`src/hw/rtl/fcfa_pkg.sv`:
```
// Shared types and constants for the first-fit frame allocator.
package fcfa_pkg;

  localparam int REQ_W  = 11;
  localparam int STAT_W = 2;
  localparam int FIDX_W = 4;
  localparam int SOFF_W = 10;

  localparam logic FUNC_ALLOC = 1'b0;
  localparam logic FUNC_FREE  = 1'b1;

  localparam logic [STAT_W-1:0] ST_OK       = 2'd0;
  localparam logic [STAT_W-1:0] ST_BAD_SIZE = 2'd1;
  localparam logic [STAT_W-1:0] ST_NO_SPACE = 2'd2;
  localparam logic [STAT_W-1:0] ST_BAD_FREE = 2'd3;

  typedef struct packed {
    logic              load;
    logic              scan;
    logic              mark;
    logic              fscan;
    logic              len;
    logic              clear;
    logic              res_we;
    logic              res_use_run;
    logic [STAT_W-1:0] res_status;
  } cmd_t;

  typedef struct packed {
    logic bad_size;
    logic bad_off;
    logic fit;
    logic scan_last;
    logic fmatch;
    logic fover;
    logic is_head;
    logic ptr_last;
  } sts_t;

endpackage

```
`src/hw/rtl/first_fit_frame_allocator.sv`:
```
// Top level of the first-fit contiguous frame allocator.
// A beat is taken when start is high and busy is low, and exactly one result
// beat follows on out_valid for a single cycle; the receiver cannot stall it.
// A rejected size or an offset at or beyond the pool is answered without a scan.
// An allocate scans frames from 0, one frame per cycle, answers when a fitting
// run is found and then marks the run one frame per cycle; with no fitting run
// it answers no space at the last frame. A free scans up to the named head
// frame, reads the run length from the length RAM and clears the run one frame
// per cycle. The longest beat is a full-pool allocate: a scan over every frame
// followed by marking every frame. All frames are free after reset.
module first_fit_frame_allocator #(
  parameter int FRAME_COUNT = 16,
  parameter int FRAME_BYTES = 64
) (
  input  logic                        clk,
  input  logic                        rst_n,
  input  logic                        start,
  output logic                        busy,
  input  logic                        in_func,
  input  logic [fcfa_pkg::REQ_W-1:0]  in_request_bytes,
  input  logic [fcfa_pkg::REQ_W-1:0]  in_byte_offset,
  output logic                        out_valid,
  output logic [fcfa_pkg::STAT_W-1:0] out_status,
  output logic [fcfa_pkg::FIDX_W-1:0] out_frame_index,
  output logic [fcfa_pkg::SOFF_W-1:0] out_start_offset
);

  fcfa_pkg::cmd_t cmd;
  fcfa_pkg::sts_t sts;

  fcfa_ctrl u_ctrl (
    .clk       (clk),
    .rst_n     (rst_n),
    .start     (start),
    .in_func   (in_func),
    .sts       (sts),
    .cmd       (cmd),
    .busy      (busy),
    .out_valid (out_valid)
  );

  fcfa_datapath #(
    .FRAME_COUNT (FRAME_COUNT),
    .FRAME_BYTES (FRAME_BYTES)
  ) u_dp (
    .clk              (clk),
    .rst_n            (rst_n),
    .in_request_bytes (in_request_bytes),
    .in_byte_offset   (in_byte_offset),
    .cmd              (cmd),
    .sts              (sts),
    .out_status       (out_status),
    .out_frame_index  (out_frame_index),
    .out_start_offset (out_start_offset)
  );

endmodule

```
`src/hw/rtl/fcfa_ram.sv`:
```
// Generic single-write, single-read RAM with registered read data.
module fcfa_ram #(
  parameter int WIDTH = 8,
  parameter int DEPTH = 16
) (
  input  logic                     clk,
  input  logic                     we,
  input  logic [$clog2(DEPTH)-1:0] waddr,
  input  logic [WIDTH-1:0]         wdata,
  input  logic [$clog2(DEPTH)-1:0] raddr,
  output logic [WIDTH-1:0]         rdata
);

  logic [WIDTH-1:0] mem [DEPTH];
  logic [WIDTH-1:0] rdata_r;

  always_ff @(posedge clk) begin
    if (we) begin
      mem[waddr] <= wdata;
    end
    rdata_r <= mem[raddr];
  end

  assign rdata = rdata_r;

endmodule

```
`src/hw/rtl/fcfa_datapath.sv`:
```
// Frame tables, scan counters and result registers of the allocator.
module fcfa_datapath #(
  parameter int FRAME_COUNT = 16,
  parameter int FRAME_BYTES = 64
) (
  input  logic                             clk,
  input  logic                             rst_n,
  input  logic [fcfa_pkg::REQ_W-1:0]       in_request_bytes,
  input  logic [fcfa_pkg::REQ_W-1:0]       in_byte_offset,
  input  fcfa_pkg::cmd_t                   cmd,
  output fcfa_pkg::sts_t                   sts,
  output logic [fcfa_pkg::STAT_W-1:0]      out_status,
  output logic [fcfa_pkg::FIDX_W-1:0]      out_frame_index,
  output logic [fcfa_pkg::SOFF_W-1:0]      out_start_offset
);

  localparam int IDX_W = $clog2(FRAME_COUNT);
  localparam int LEN_W = $clog2(FRAME_COUNT + 1);
  localparam int POOL  = FRAME_COUNT * FRAME_BYTES;
  localparam int ACC_W = $clog2(POOL + FRAME_BYTES + 1);
  localparam int CMP_W = (ACC_W > fcfa_pkg::REQ_W) ? ACC_W : fcfa_pkg::REQ_W;
  localparam int RB_W  = $clog2((1 << fcfa_pkg::REQ_W) + FRAME_BYTES);
  localparam int FIT_W = (RB_W > fcfa_pkg::REQ_W) ? RB_W : fcfa_pkg::REQ_W;
  localparam int LAST  = FRAME_COUNT - 1;

  logic [FRAME_COUNT-1:0]          busy_r, busy_nxt;
  logic [FRAME_COUNT-1:0]          heads_r, heads_nxt;
  logic [IDX_W-1:0]                idx_r, ptr_r, end_r, run_start_r;
  logic [ACC_W-1:0]                acc_r, run_acc_r, acc_step;
  logic [RB_W-1:0]                 run_bytes_r, rb_step;
  logic [LEN_W-1:0]                run_cnt_r, rd_len;
  logic [fcfa_pkg::REQ_W-1:0]      req_r, off_r;
  logic [fcfa_pkg::STAT_W-1:0]     res_status_r;
  logic [fcfa_pkg::FIDX_W-1:0]     res_frame_r;
  logic [fcfa_pkg::SOFF_W-1:0]     res_off_r;
  logic                            cur_busy;
  logic                            ram_we;

  assign cur_busy = busy_r[idx_r];
  assign acc_step = acc_r + ACC_W'(FRAME_BYTES);
  assign rb_step  = run_bytes_r + RB_W'(FRAME_BYTES);
  assign ram_we   = cmd.scan && sts.fit;

  always_comb begin
    sts.bad_size  = (in_request_bytes == '0) ||
                    (CMP_W'(in_request_bytes) > CMP_W'(POOL));
    sts.bad_off   = CMP_W'(in_byte_offset) >= CMP_W'(POOL);
    sts.fit       = !cur_busy && (FIT_W'(rb_step) >= FIT_W'(req_r));
    sts.scan_last = idx_r == IDX_W'(LAST);
    sts.fmatch    = CMP_W'(acc_r) == CMP_W'(off_r);
    sts.fover     = CMP_W'(acc_r) > CMP_W'(off_r);
    sts.is_head   = heads_r[idx_r];
    sts.ptr_last  = ptr_r == end_r;
  end

  fcfa_ram #(
    .WIDTH (LEN_W),
    .DEPTH (FRAME_COUNT)
  ) u_len_ram (
    .clk   (clk),
    .we    (ram_we),
    .waddr (run_start_r),
    .wdata (run_cnt_r + LEN_W'(1)),
    .raddr (idx_r),
    .rdata (rd_len)
  );

  always_comb begin
    busy_nxt  = busy_r;
    heads_nxt = heads_r;
    if (ram_we) begin
      heads_nxt[run_start_r] = 1'b1;
    end
    if (cmd.mark) begin
      busy_nxt[ptr_r] = 1'b1;
    end
    if (cmd.clear) begin
      busy_nxt[ptr_r]  = 1'b0;
      heads_nxt[ptr_r] = 1'b0;
    end
  end

  always_ff @(posedge clk) begin
    if (!rst_n) begin
      busy_r  <= '0;
      heads_r <= '0;
    end else begin
      busy_r  <= busy_nxt;
      heads_r <= heads_nxt;
    end
  end

  always_ff @(posedge clk) begin
    if (cmd.load) begin
      idx_r       <= '0;
      acc_r       <= '0;
      run_start_r <= '0;
      run_acc_r   <= '0;
      run_bytes_r <= '0;
      run_cnt_r   <= '0;
      req_r       <= in_request_bytes;
      off_r       <= in_byte_offset;
    end
    if (cmd.scan) begin
      idx_r <= idx_r + IDX_W'(1);
      acc_r <= acc_step;
      if (cur_busy) begin
        run_start_r <= idx_r + IDX_W'(1);
        run_acc_r   <= acc_step;
        run_bytes_r <= '0;
        run_cnt_r   <= '0;
      end else begin
        run_bytes_r <= rb_step;
        run_cnt_r   <= run_cnt_r + LEN_W'(1);
      end
      if (sts.fit) begin
        ptr_r <= run_start_r;
        end_r <= idx_r;
      end
    end
    if (cmd.fscan) begin
      idx_r <= idx_r + IDX_W'(1);
      acc_r <= acc_step;
      ptr_r <= idx_r;
    end
    if (cmd.len) begin
      end_r <= ptr_r + IDX_W'(rd_len - LEN_W'(1));
    end
    if (cmd.mark || cmd.clear) begin
      ptr_r <= ptr_r + IDX_W'(1);
    end
    if (cmd.res_we) begin
      res_status_r <= cmd.res_status;
      res_frame_r  <= cmd.res_use_run ? fcfa_pkg::FIDX_W'(run_start_r) : '0;
      res_off_r    <= cmd.res_use_run ? fcfa_pkg::SOFF_W'(run_acc_r) : '0;
    end
  end

  assign out_status       = res_status_r;
  assign out_frame_index  = res_frame_r;
  assign out_start_offset = res_off_r;

endmodule

```
`src/hw/rtl/fcfa_ctrl.sv`:
```
// Sequencing state machine of the allocator.
module fcfa_ctrl (
  input  logic           clk,
  input  logic           rst_n,
  input  logic           start,
  input  logic           in_func,
  input  fcfa_pkg::sts_t sts,
  output fcfa_pkg::cmd_t cmd,
  output logic           busy,
  output logic           out_valid
);

  localparam logic [2:0] S_IDLE  = 3'd0;
  localparam logic [2:0] S_ASCAN = 3'd1;
  localparam logic [2:0] S_AMARK = 3'd2;
  localparam logic [2:0] S_FSCAN = 3'd3;
  localparam logic [2:0] S_FLEN  = 3'd4;
  localparam logic [2:0] S_FCLR  = 3'd5;

  logic [2:0] state_r, state_nxt;
  logic       out_valid_r;

  always_comb begin
    cmd       = '0;
    state_nxt = state_r;
    case (state_r)
      S_IDLE: begin
        if (start) begin
          cmd.load = 1'b1;
          if (in_func == fcfa_pkg::FUNC_ALLOC) begin
            if (sts.bad_size) begin
              cmd.res_we     = 1'b1;
              cmd.res_status = fcfa_pkg::ST_BAD_SIZE;
            end else begin
              state_nxt = S_ASCAN;
            end
          end else begin
            if (sts.bad_off) begin
              cmd.res_we     = 1'b1;
              cmd.res_status = fcfa_pkg::ST_BAD_FREE;
            end else begin
              state_nxt = S_FSCAN;
            end
          end
        end
      end
      S_ASCAN: begin
        cmd.scan = 1'b1;
        if (sts.fit) begin
          cmd.res_we      = 1'b1;
          cmd.res_use_run = 1'b1;
          cmd.res_status  = fcfa_pkg::ST_OK;
          state_nxt       = S_AMARK;
        end else if (sts.scan_last) begin
          cmd.res_we     = 1'b1;
          cmd.res_status = fcfa_pkg::ST_NO_SPACE;
          state_nxt      = S_IDLE;
        end
      end
      S_AMARK: begin
        cmd.mark = 1'b1;
        if (sts.ptr_last) begin
          state_nxt = S_IDLE;
        end
      end
      S_FSCAN: begin
        cmd.fscan = 1'b1;
        if (sts.fmatch && sts.is_head) begin
          state_nxt = S_FLEN;
        end else if (sts.fmatch || sts.fover || sts.scan_last) begin
          cmd.res_we     = 1'b1;
          cmd.res_status = fcfa_pkg::ST_BAD_FREE;
          state_nxt      = S_IDLE;
        end
      end
      S_FLEN: begin
        cmd.len        = 1'b1;
        cmd.res_we     = 1'b1;
        cmd.res_status = fcfa_pkg::ST_OK;
        state_nxt      = S_FCLR;
      end
      S_FCLR: begin
        cmd.clear = 1'b1;
        if (sts.ptr_last) begin
          state_nxt = S_IDLE;
        end
      end
      default: begin
        state_nxt = S_IDLE;
      end
    endcase
  end

  always_ff @(posedge clk) begin
    if (!rst_n) begin
      state_r     <= S_IDLE;
      out_valid_r <= 1'b0;
    end else begin
      state_r     <= state_nxt;
      out_valid_r <= cmd.res_we;
    end
  end

  assign busy      = state_r != S_IDLE;
  assign out_valid = out_valid_r;

endmodule

```
`config.mk`:
```
export PLATFORM = sky130hd
export DESIGN_NAME = first_fit_frame_allocator
export DESIGN_NICKNAME = d
export VERILOG_FILES = /design/src/hw/rtl/fcfa_pkg.sv /design/src/hw/rtl/first_fit_frame_allocator.sv /design/src/hw/rtl/fcfa_ram.sv /design/src/hw/rtl/fcfa_datapath.sv /design/src/hw/rtl/fcfa_ctrl.sv
export SDC_FILE = /design/constraint.sdc
export NUM_CORES = 1
export LEC_CHECK = 0
export ABC_CLOCK_PERIOD_IN_PS = 5900
export BUFFER_PORTS_ARGS = -buffer_cell sky130_fd_sc_hd__buf_2
export CAP_MARGIN = 10
export CORE_MARGIN = 2
export CORE_UTILIZATION = 65
export CTS_CLUSTER_DIAMETER = 30
export DETAILED_ROUTE_END_ITERATION = 10
export PLACE_DENSITY = 0.85
export SYNTH_ARGS = -nofsm -noshare
export SYNTH_HDL_FRONTEND = slang
export SYNTH_SLANG_ARGS = --single-unit
```
`constraint.sdc`:
```
create_clock -name clk -period 5.9 [get_ports clk]
set_input_delay 0.885 -clock clk [delete_from_list [all_inputs] [get_ports clk]]
set_output_delay 0.885 -clock clk [all_outputs]
set_load 0.02 [all_outputs]
```
==> results of run 1 <==
stage by stage:
stage               hold WS, ns  power [mW]
floorplan                 0.432        1.98
global placement          0.449        2.12
detailed placement        0.457        2.15
CTS                       0.473        3.39
global route              0.493        3.50
finish                    0.470        3.40
cell type report:
class                      count  area, um^2
timing repair buffer          45         230
clock buffer                  22         517
fill                         732        3060
multi-input combinational    373        2810
tap                          168         210
clock inverter                10         151
sequential                   183        4950
inverter                      33         124
path summary, 6_finish.rpt:
kind	start	slack (ns)	endpoint
max	u_dp.idx_r[1]$_DFFE_PP_	1.40	u_dp.out_start_offset[6]$_SDFFCE_PP0P_
min	u_dp.run_acc_r[8]$_DFF_P_	0.47	u_dp.run_acc_r[8]$_DFF_P_
max reg2reg	u_dp.idx_r[1]$_DFFE_PP_	1.40	u_dp.out_start_offset[6]$_SDFFCE_PP0P_
min reg2reg	u_dp.run_acc_r[8]$_DFF_P_	0.47	u_dp.run_acc_r[8]$_DFF_P_
worst register-to-register path: cells and delay by family (launching register included):
kind / cells / cell delay, ns
DFF: 1 / 1.01
and+or+nand+nor: 3 / 1.81
muxes: 2 / 0.59
AOI/OAI and AO/OA: 1 / 0.74
power by group through the flow:
stage / clock network, mW / registers (mW) / logic (mW)
6_report: 1.25 / 1.60 / 0.547
5_1_grt: 1.29 / 1.61 / 0.597
4_1_cts: 1.25 / 1.60 / 0.544
3_5_place_dp: 0 / 1.63 / 0.528
3_3_place_gp: 0 / 1.62 / 0.496
2_1_floorplan: 0 / 1.59 / 0.391
per-layer routing:
layer  global-route usage [%]  wire [um]  up-vias
met2                     46.4       8790      288
met4                     9.32        368        0
met3                     5.59       1400       38
met1                     36.8       6810     2591
li1                         -          -     2366
met5                        0          0        -
cell usage in the layout (no fill, tap or decap), types with 19 or more instances in the layout:
cell type	count
edfxtp_1	129
dfxtp_1	54
nand2_1	47
buf_2	43
inv_1	33
nor2_1	30
o21ai_0	26
nand3_1	22
ha_1	22
nor2b_1	20
a22oi_1	19
clkbuf_16	19
logic make-up (layout without fill, tap and decap cells):
kind of cell               after synthesis  count (layout)  share of synthesized area (%)
AOI/OAI and AO/OA                      103             103                           8.96
muxes                                   38              38                           7.47
DFF                                    183             183                           61.6
and+or+nand+nor                        190             190                           12.8
buffers and inverters                   68             110                           3.45
xor gates and xnor gates                19              19                           2.07
adders and majority gates               23              23                           3.67
flip-flops by register name (all words and copies together), names as in the netlist:
signal	cells
u_ctrl.out_valid	1
u_dp.run_bytes_r	6
u_dp.out_start_offset	10
u_dp.off_r	11
u_dp.req_r	11
u_dp.busy_r	16
u_dp.run_acc_r	10
u_dp.out_frame_index	4
u_dp.run_start_r	4
u_dp.ptr_r	4
u_ctrl.state_r	3
u_dp.out_status	2
u_dp.u_len_ram.mem	64
u_dp.idx_r	4
u_dp.u_len_ram.rdata	4
u_dp.run_cnt_r	4
u_dp.acc_r	5
u_dp.heads_r	16
u_dp.end_r	4
==> impl_metrics.yaml, run 1 <==
status:
  outcome: "finished, final reports clean"
final_layout:
  n_antenna_cell: 0
  post-route-cell-area_mm2: 0.00900
  nNetsFinal: 702
  finalNonFillerCells: 834
  layout-drive-gt1-share_pct: 17.6
  syn_to_final_growth_pct: 11.9
  finalCoreUtilization_pct: 74.6
synth:
  synth_cell_type_count: 50
  synth_top_area_cell: "edfxtp_1"
  synth_nets: 673
  syn_inst: 624
  ys_seq_area_share_pct: 61.6
  ys_ff_latch: 183
  netlist_top_cells_area: "edfxtp_1 (48%), dfxtp_1 (13%), mux4_2 (4.8%)"
  yosysTopAreaCellShare_pct: 48.2
  synthFlopType: "edfxtp_1"
  synth_top_cells_by_count: "edfxtp_1 (129), dfxtp_1 (54), nand2_1 (47)"
  yosysWarnings: 0
  synthesis.area_mm2: 0.00804
  avgSynthCellArea_um2: 12.9
  synthMostInstantiatedCell: "edfxtp_1"
  synth_edf_count: 129
  async_flop_share_pct: 0
critical_path:
  critical_path.top_delay_family: "simple AND/OR/NAND/NOR gates"
  cp-start-kind: "register"
  crit_slowest_cell: "edfxtp_1"
  rr_worst_depth: 6
  critPathCaptureType: "register"
  crit_fanout: 22
  critPathArrivalTime_ns: 4.58
  cp.required_ns: 5.98
  worstSetupPathType: "register to register"
  cp_slowest_stage_delay_ns: 1.01
  crit_buf_inv: 0
  cp.depth: 6
  crit_chain: "mux4_2 > mux2_2 > a2bb2oi_1 > or2_1 > nand2_1 > or3_1"
sta:
  tightestPinTransition_ns: 0.999
  fmax_mhz: 222
  finalCritPeriodShare_pct: 76.2
  period_needed_ns: 4.50
  final-setup-viol-count: 0
  rsz0062_at_grt: "no"
  fin_skew_ns: 0.00919
  fin_ws_ns: 1.40
  slew_headroom_pct: 33.4
  slew_viol_final: 0
  hold_viol: 0
  final.setup.tns_ns: 0
die:
  initial_core_util_pct: 66.7
  fp.dieW_um: 115
  die_h_um: 115
  core_mm2: 0.0121
  die-area_mm2: 0.0133
  ios: 44
  rows: 40
clock_network:
  cts_buffers: 17
  cts.clk_slew.worst_paths_ns: 0.07
  htreeDepth: 4
  cts.sinks: 183
  hold_buffers: 0
  cts_resized: 0
  clock_latency_ns: 0.44
  cts_buffer_depth: 2
  cts_tree: "yes"
  cts-root-buf: "clkbuf_16"
  post_cts_buffers: 0
pwr:
  vdd_ir_drop_max_v: 0.000267
  clkPwrFrac_pct: 36.8
  p_leak_nw: 3.49
  switching_share_pct: 27.3
  seqPwrFrac_pct: 47.1
  internal_power_mw: 2.47
  p_comb_share_pct: 16.1
  switching_power_uw: 930
  power_density_mw_per_mm2: 378
routing:
  first_pass_iters: 6
  routed_via_density: 6.33
  drc: 0
  vias: 5283
  routed_wl_mm: 17.4
  wl_per_cell_um: 20.8
  drtIter0Drc: 721
  ant_nets: 0
placed_design:
  dp_cells: 802
  dpl-instance-area_mm2: 0.00833
  io_buffers: 43
  pre_cts_ws_ns: 1.42
  hpwl_mm: 11.4
  gp_congestion: 0.917
hold_path:
  hp-class: "register to register"
  hold_depth: 2
global_routing:
  track_usage_pct: 27.8
  antenna_found_initial: 0
  grt_pass1_vias: 5277
  grt_pass1_wl_mm: 27.4
  grt_max_degree: 37
  grt-ovfl-total: 0
run:
  drv_cap: 0
No activity file was read; power rests on OpenSTA's default activity.
==> run 2: changes to the inputs <==
Settings changed: ABC_CLOCK_PERIOD_IN_PS 5900 to 3800, CORE_UTILIZATION 65 to 55, PLACE_DENSITY 0.85 to 0.77.
Clock period 5.9 ns to 3.8 ns, I/O delays scaled along.
==> impl_metrics.yaml, run 2 (synthesis results as in run 1) <==
status:
  outcome: "finished, final reports clean"
placed_design:
  io_buffers: 43
  dpl-instance-area_mm2: 0.00843
  dp_cells: 827
  gp_congestion: 0.855
  hpwl_mm: 11.7
sta:
  fmax_mhz: 283
  period_needed_ns: 3.53
  rsz0062_at_grt: "no"
  finalCritPeriodShare_pct: 93.0
  fin_skew_ns: 0.00653
  final-setup-viol-count: 0
  hold_viol: 0
  final.setup.tns_ns: 0
  tightestPinTransition_ns: 0.890
  slew_viol_final: 0
  slew_headroom_pct: 40.4
final_layout:
  post-route-cell-area_mm2: 0.00899
  nNetsFinal: 711
  largest_reg_flops: 64
  largest-register: "u_dp.u_len_ram.mem"
  layout-drive-gt1-share_pct: 17.9
  reg_top3: "u_dp.u_len_ram.mem x64, u_dp.busy_r x16, u_dp.heads_r x16"
  finalNonFillerCells: 859
  layout.cells.most_common: "edfxtp_1"
  final_cell_mix: "edfxtp_1 (129), dfxtp_1 (54), nand2_1 (47)"
  syn_to_final_growth_pct: 11.8
  n_antenna_cell: 0
clock_network:
  cts.sinks: 183
  cts_tree: "yes"
  cts.clk_slew.worst_paths_ns: 0.06
  cts-root-buf: "clkbuf_16"
  clock_latency_ns: 0.44
  post_cts_buffers: 0
  hold_buffers: 0
  htreeDepth: 4
  cts_resized: 0
  cts_buffer_depth: 2
  cts_buffers: 17
global_routing:
  grt_max_degree: 37
  grt_pass1_wl_mm: 27.3
  antenna_found_initial: 0
  grt-ovfl-total: 0
  track_usage_pct: 22.7
  grt_pass1_vias: 5105
critical_path:
  cp-start-kind: "register"
  crit_slowest_cell: "or3_1"
  critPathArrivalTime_ns: 3.62
  crit_fanout: 16
  critPathCaptureType: "register"
  critical_path.top_delay_family: "compound AO/OA/AOI/OAI gates"
  cp.required_ns: 3.88
  crit_chain: "nand3_1 > xnor2_1 > ha_1 > a22o_1 > a2111oi_0 > o2111a_1 > or2_1 > nand2_1 > or3_1"
  worstSetupPathType: "register to register"
  rr_worst_depth: 9
  crit_buf_inv: 0
  reg2reg_to: "u_dp.out_frame_index[2]$_SDFFCE_PP0P_"
  cp.depth: 9
  r2r_slack_ns: 0.27
  r2r-start: "u_dp.run_bytes_r[6]$_SDFFCE_PP0P_"
  cp_slowest_stage_delay_ns: 0.66
pwr:
  finalPower_mw: 5.03
  power_density_mw_per_mm2: 559
  vdd_ir_drop_max_v: 0.000319
  p_leak_nw: 3.48
routing:
  drtIter0Drc: 527
  first_pass_iters: 5
  routed_wl_mm: 16.9
  ant_nets: 0
  vias: 5154
  routed_via_density: 6.00
  drc: 0
  wl_per_cell_um: 19.7
hold_path:
  min_to: "u_dp.off_r[4]$_DFFE_PP_"
  hold_depth: 1
  hold_start: "in_byte_offset[4]"
  hp-class: "input pin to register"
die:
  core_mm2: 0.0144
  die_h_um: 125
  ios: 44
  die-area_mm2: 0.0156
  fp.dieW_um: 125
  rows: 44
  initial_core_util_pct: 55.8
run:
  drv_cap: 0
## run 2: report_power, final
part	internal (mW)	total, mW	switching [mW]
sequential	2.36	2.47	0.114
clock	0.963	1.69	0.728
combinational	0.323	0.866	0.543
total	3.64	5.03	1.39
## run 2: metal layers
layer  up-vias  track usage [%]  part of all wire (%)  routed length (um)
met1      2545             29.9                    42                7160
met4         0             8.50                   2.0                 340
met3        31             5.54                   6.6                1110
met5         -                0                     0                   0
met2       192             37.0                    49                8300
li1       2386                -                     -                   -
## run 2: stage by stage
stage	setup WS (ns)	hold WS (ns)	utilization, %
5_1_grt	0.0431	0.293	62.4
3_3_place_gp	0.487	0.449	58.4
4_1_cts	0.324	0.297	62.4
2_1_floorplan	0.561	0.432	-
6_report	0.267	0.307	62.4
3_5_place_dp	0.339	0.458	58.4
## run 2: layout make-up
cell class              instances  area (um^2)
well taps                     184          230
repair buffers                 54          310
clock buffers                  20          437
flip-flops and latches        183         4950
clock inverters                12          128
fillers                      1073         5430
multi-input cells             373         2810
inverters                      33          124
## run 2: worst register-to-register path, cell delays in order, from the launching register on
cell,delay (ns)
edfxtp_1,0.43
nand3_1,0.13
xnor2_1,0.28
ha_1,0.32
a22o_1,0.20
a2111oi_0,0.61
o2111a_1,0.32
or2_1,0.15
nand2_1,0.07
or3_1,0.66
## run 2: worst max-delay path by stage
stage / startpoint / endpoint / slack, ns
floorplan: u_dp.run_bytes_r[6]$_SDFFCE_PP0P_ / u_dp.out_frame_index[0]$_SDFFCE_PP0P_ / 0.56
global placement: u_dp.run_bytes_r[6]$_SDFFCE_PP0P_ / u_dp.out_frame_index[0]$_SDFFCE_PP0P_ / 0.49
detailed placement: u_dp.run_bytes_r[6]$_SDFFCE_PP0P_ / u_dp.out_start_offset[3]$_SDFFCE_PP0P_ / 0.34
CTS: u_dp.run_bytes_r[6]$_SDFFCE_PP0P_ / u_dp.out_start_offset[9]$_SDFFCE_PP0P_ / 0.32
global route: u_dp.run_bytes_r[6]$_SDFFCE_PP0P_ / u_dp.out_status[0]$_SDFFCE_PN0P_ / 0.04
finish: u_dp.run_bytes_r[6]$_SDFFCE_PP0P_ / u_dp.out_frame_index[2]$_SDFFCE_PP0P_ / 0.27
==> run 3: changes to the inputs <==
Settings changed: CORE_UTILIZATION 55 to 25, PLACE_DENSITY 0.77 to 0.42.
==> impl_metrics.yaml, run 3 (synthesis results as in run 1) <==
status:
  outcome: "finished, final reports clean"
critical_path:
  critPathArrivalTime_ns: 3.66
  reg2reg_to: "u_dp.out_frame_index[0]$_SDFFCE_PP0P_"
  endpoint: "u_dp.out_frame_index[0]$_SDFFCE_PP0P_"
  r2r-start: "u_dp.run_bytes_r[6]$_SDFFCE_PP0P_"
  path_common_cell: "ha_1"
  crit_chain: "ha_1 > xnor2_1 > inv_1 > ha_1 > a22o_1 > a2111oi_0 > o2111a_1 > or2_1 > nand2_1 > or3_1 > buf_4"
  cp_slowest_stage_delay_ns: 0.57
  critPathCaptureType: "register"
  cp-start-kind: "register"
  critPathLaunch: "u_dp.run_bytes_r[6]$_SDFFCE_PP0P_"
  crit_fanout: 16
  cp.required_ns: 3.98
  rr_worst_depth: 11
  worstSetupPathType: "register to register"
  crit_slowest_cell: "a2111oi_0"
  r2r_slack_ns: 0.32
placed_design:
  hpwl_mm: 13.6
  dp_cells: 1046
  gp_congestion: 0.768
  io_buffers: 43
die:
  core_mm2: 0.0316
  die-area_mm2: 0.0336
  die_h_um: 183
  rows: 65
  initial_core_util_pct: 25.4
  fp.dieW_um: 183
  ios: 44
routing:
  routed_via_density: 4.59
  vias: 4956
  drtIter0Drc: 460
  routed_wl_mm: 19.0
  wl_per_cell_um: 17.7
  drc: 0
  first_pass_iters: 4
  ant_nets: 0
sta:
  fmax_mhz: 287
  fin_skew_ns: 0.00994
  slew_headroom_pct: 35.7
  final.setup.tns_ns: 0
  period_needed_ns: 3.48
  tightestPinTransition_ns: 0.962
  final-setup-viol-count: 0
  rsz0062_at_grt: "no"
  hold_viol: 0
  slew_viol_final: 0
  finalCritPeriodShare_pct: 91.6
final_layout:
  reg_top3: "u_dp.u_len_ram.mem x64, u_dp.busy_r x16, u_dp.heads_r x16"
  largest-register: "u_dp.u_len_ram.mem"
  layout.cells.most_common: "edfxtp_1"
  layout-drive-gt1-share_pct: 18.3
  final_cell_mix: "edfxtp_1 (129), dfxtp_1 (54), nand2_1 (47)"
  fillers: 3149
  finalCoreUtilization_pct: 29.4
  largest_reg_flops: 64
  syn_to_final_growth_pct: 15.7
  nNetsFinal: 712
  finalNonFillerCells: 1079
clock_network:
  cts_resized: 0
  clock_latency_ns: 0.44
  cts_buffer_depth: 2
  hold_buffers: 0
  cts.clk_slew.worst_paths_ns: 0.07
  htreeDepth: 4
  post_cts_buffers: 0
  cts.sinks: 183
  cts-root-buf: "clkbuf_16"
  cts_buffers: 17
  cts_tree: "yes"
run:
  drv_cap: 0
pwr:
  p_leak_nw: 3.51
  internal_power_mw: 3.75
  vdd_ir_drop_max_v: 0.000325
  switching_power_mw: 1.43
  power_density_mw_per_mm2: 557
  switching_share_pct: 27.6
  p_comb_share_pct: 17.1
  clkPwrFrac_pct: 35.4
  seqPwrFrac_pct: 47.5
global_routing:
  grt_pass1_wl_mm: 29.2
  grt-ovfl-total: 0
  grt_pass1_vias: 5050
  antenna_found_initial: 1
  grt_max_degree: 37
  track_usage_pct: 11.7
hold_path:
  hp-class: "input pin to register"
[run 3: cell types whose count changed in the layout (fill, tap and decap cells not counted), sizes merged]
cell	before	now
clkinvlp	5	2
buf	54	55
clkbuf	20	21
diode	0	1
bufinv	2	3
clkinv	4	5
[run 3: power groups by stage]
stage | Combinational, mW | Clock, mW | Sequential, mW
after floorplan | 0.607 | 0 | 2.47
after global placement | 0.890 | 0 | 2.51
after detailed placement | 0.899 | 0 | 2.51
final | 0.884 | 1.83 | 2.46
after CTS | 0.904 | 1.88 | 2.47
after global routing | 0.986 | 1.94 | 2.48
[run 3: cell type report]
cell class | count | area (um^2) | area share, %
Antenna cell | 1 | 2.50 | 0.0269
Clock buffer | 21 | 460 | 4.95
Clock inverter | 11 | 149 | 1.60
Inverter | 33 | 124 | 1.33
Multi-Input combinational cell | 373 | 2810 | 30.2
Sequential cell | 183 | 4950 | 53.2
Tap cell | 402 | 503 | 5.40
Timing Repair Buffer | 55 | 305 | 3.28
[run 3: through the flow]
step                      worst slack (ns)  hold slack [ns]  instance area, um^2  power (mW)
after floorplan                      0.561            0.432                 8040        3.08
after global routing                0.0794            0.286                 9310        5.41
final                                0.318            0.312                 9310        5.18
after CTS                            0.342            0.289                 9310        5.25
after detailed placement             0.384            0.460                 8700        3.41
after global placement               0.408            0.454                 8700        3.40
[run 3: worst min-delay path by stage]
stage	slack (ns)	end	from	depth (start not counted)
floorplan	0.43	u_dp.busy_r[15]$_SDFF_PN0_	u_dp.busy_r[15]$_SDFF_PN0_	2
global placement	0.45	u_dp.run_acc_r[8]$_DFF_P_	u_dp.run_acc_r[8]$_DFF_P_	2
detailed placement	0.46	u_dp.run_acc_r[5]$_DFF_P_	u_dp.run_acc_r[5]$_DFF_P_	1
CTS	0.29	u_dp.off_r[7]$_DFFE_PP_	in_byte_offset[7]	1
global route	0.29	u_dp.off_r[5]$_DFFE_PP_	in_byte_offset[5]	1
finish	0.31	u_dp.off_r[7]$_DFFE_PP_	in_byte_offset[7]	1
[run 3: worst max-delay path: cells and delay by family, from the launching register on]
| family | cells | cell delay [ns] |
|---|---|---|
| flops | 1 | 0.46 |
| xor+xnor | 1 | 0.19 |
| fa+ha+maj | 2 | 0.46 |
| compound gates | 3 | 1.05 |
| simple gates | 3 | 0.76 |
| buf+inv | 2 | 0.28 |
[run 3: per-layer routing]
layer / track usage (%) / wire, um / part of all wire (%)
met5: 0 / 0 / 0
met4: 4.42 / 277 / 1.5
met3: 2.34 / 478 / 2.5
met2: 19.4 / 9410 / 49
met1: 15.1 / 8880 / 47
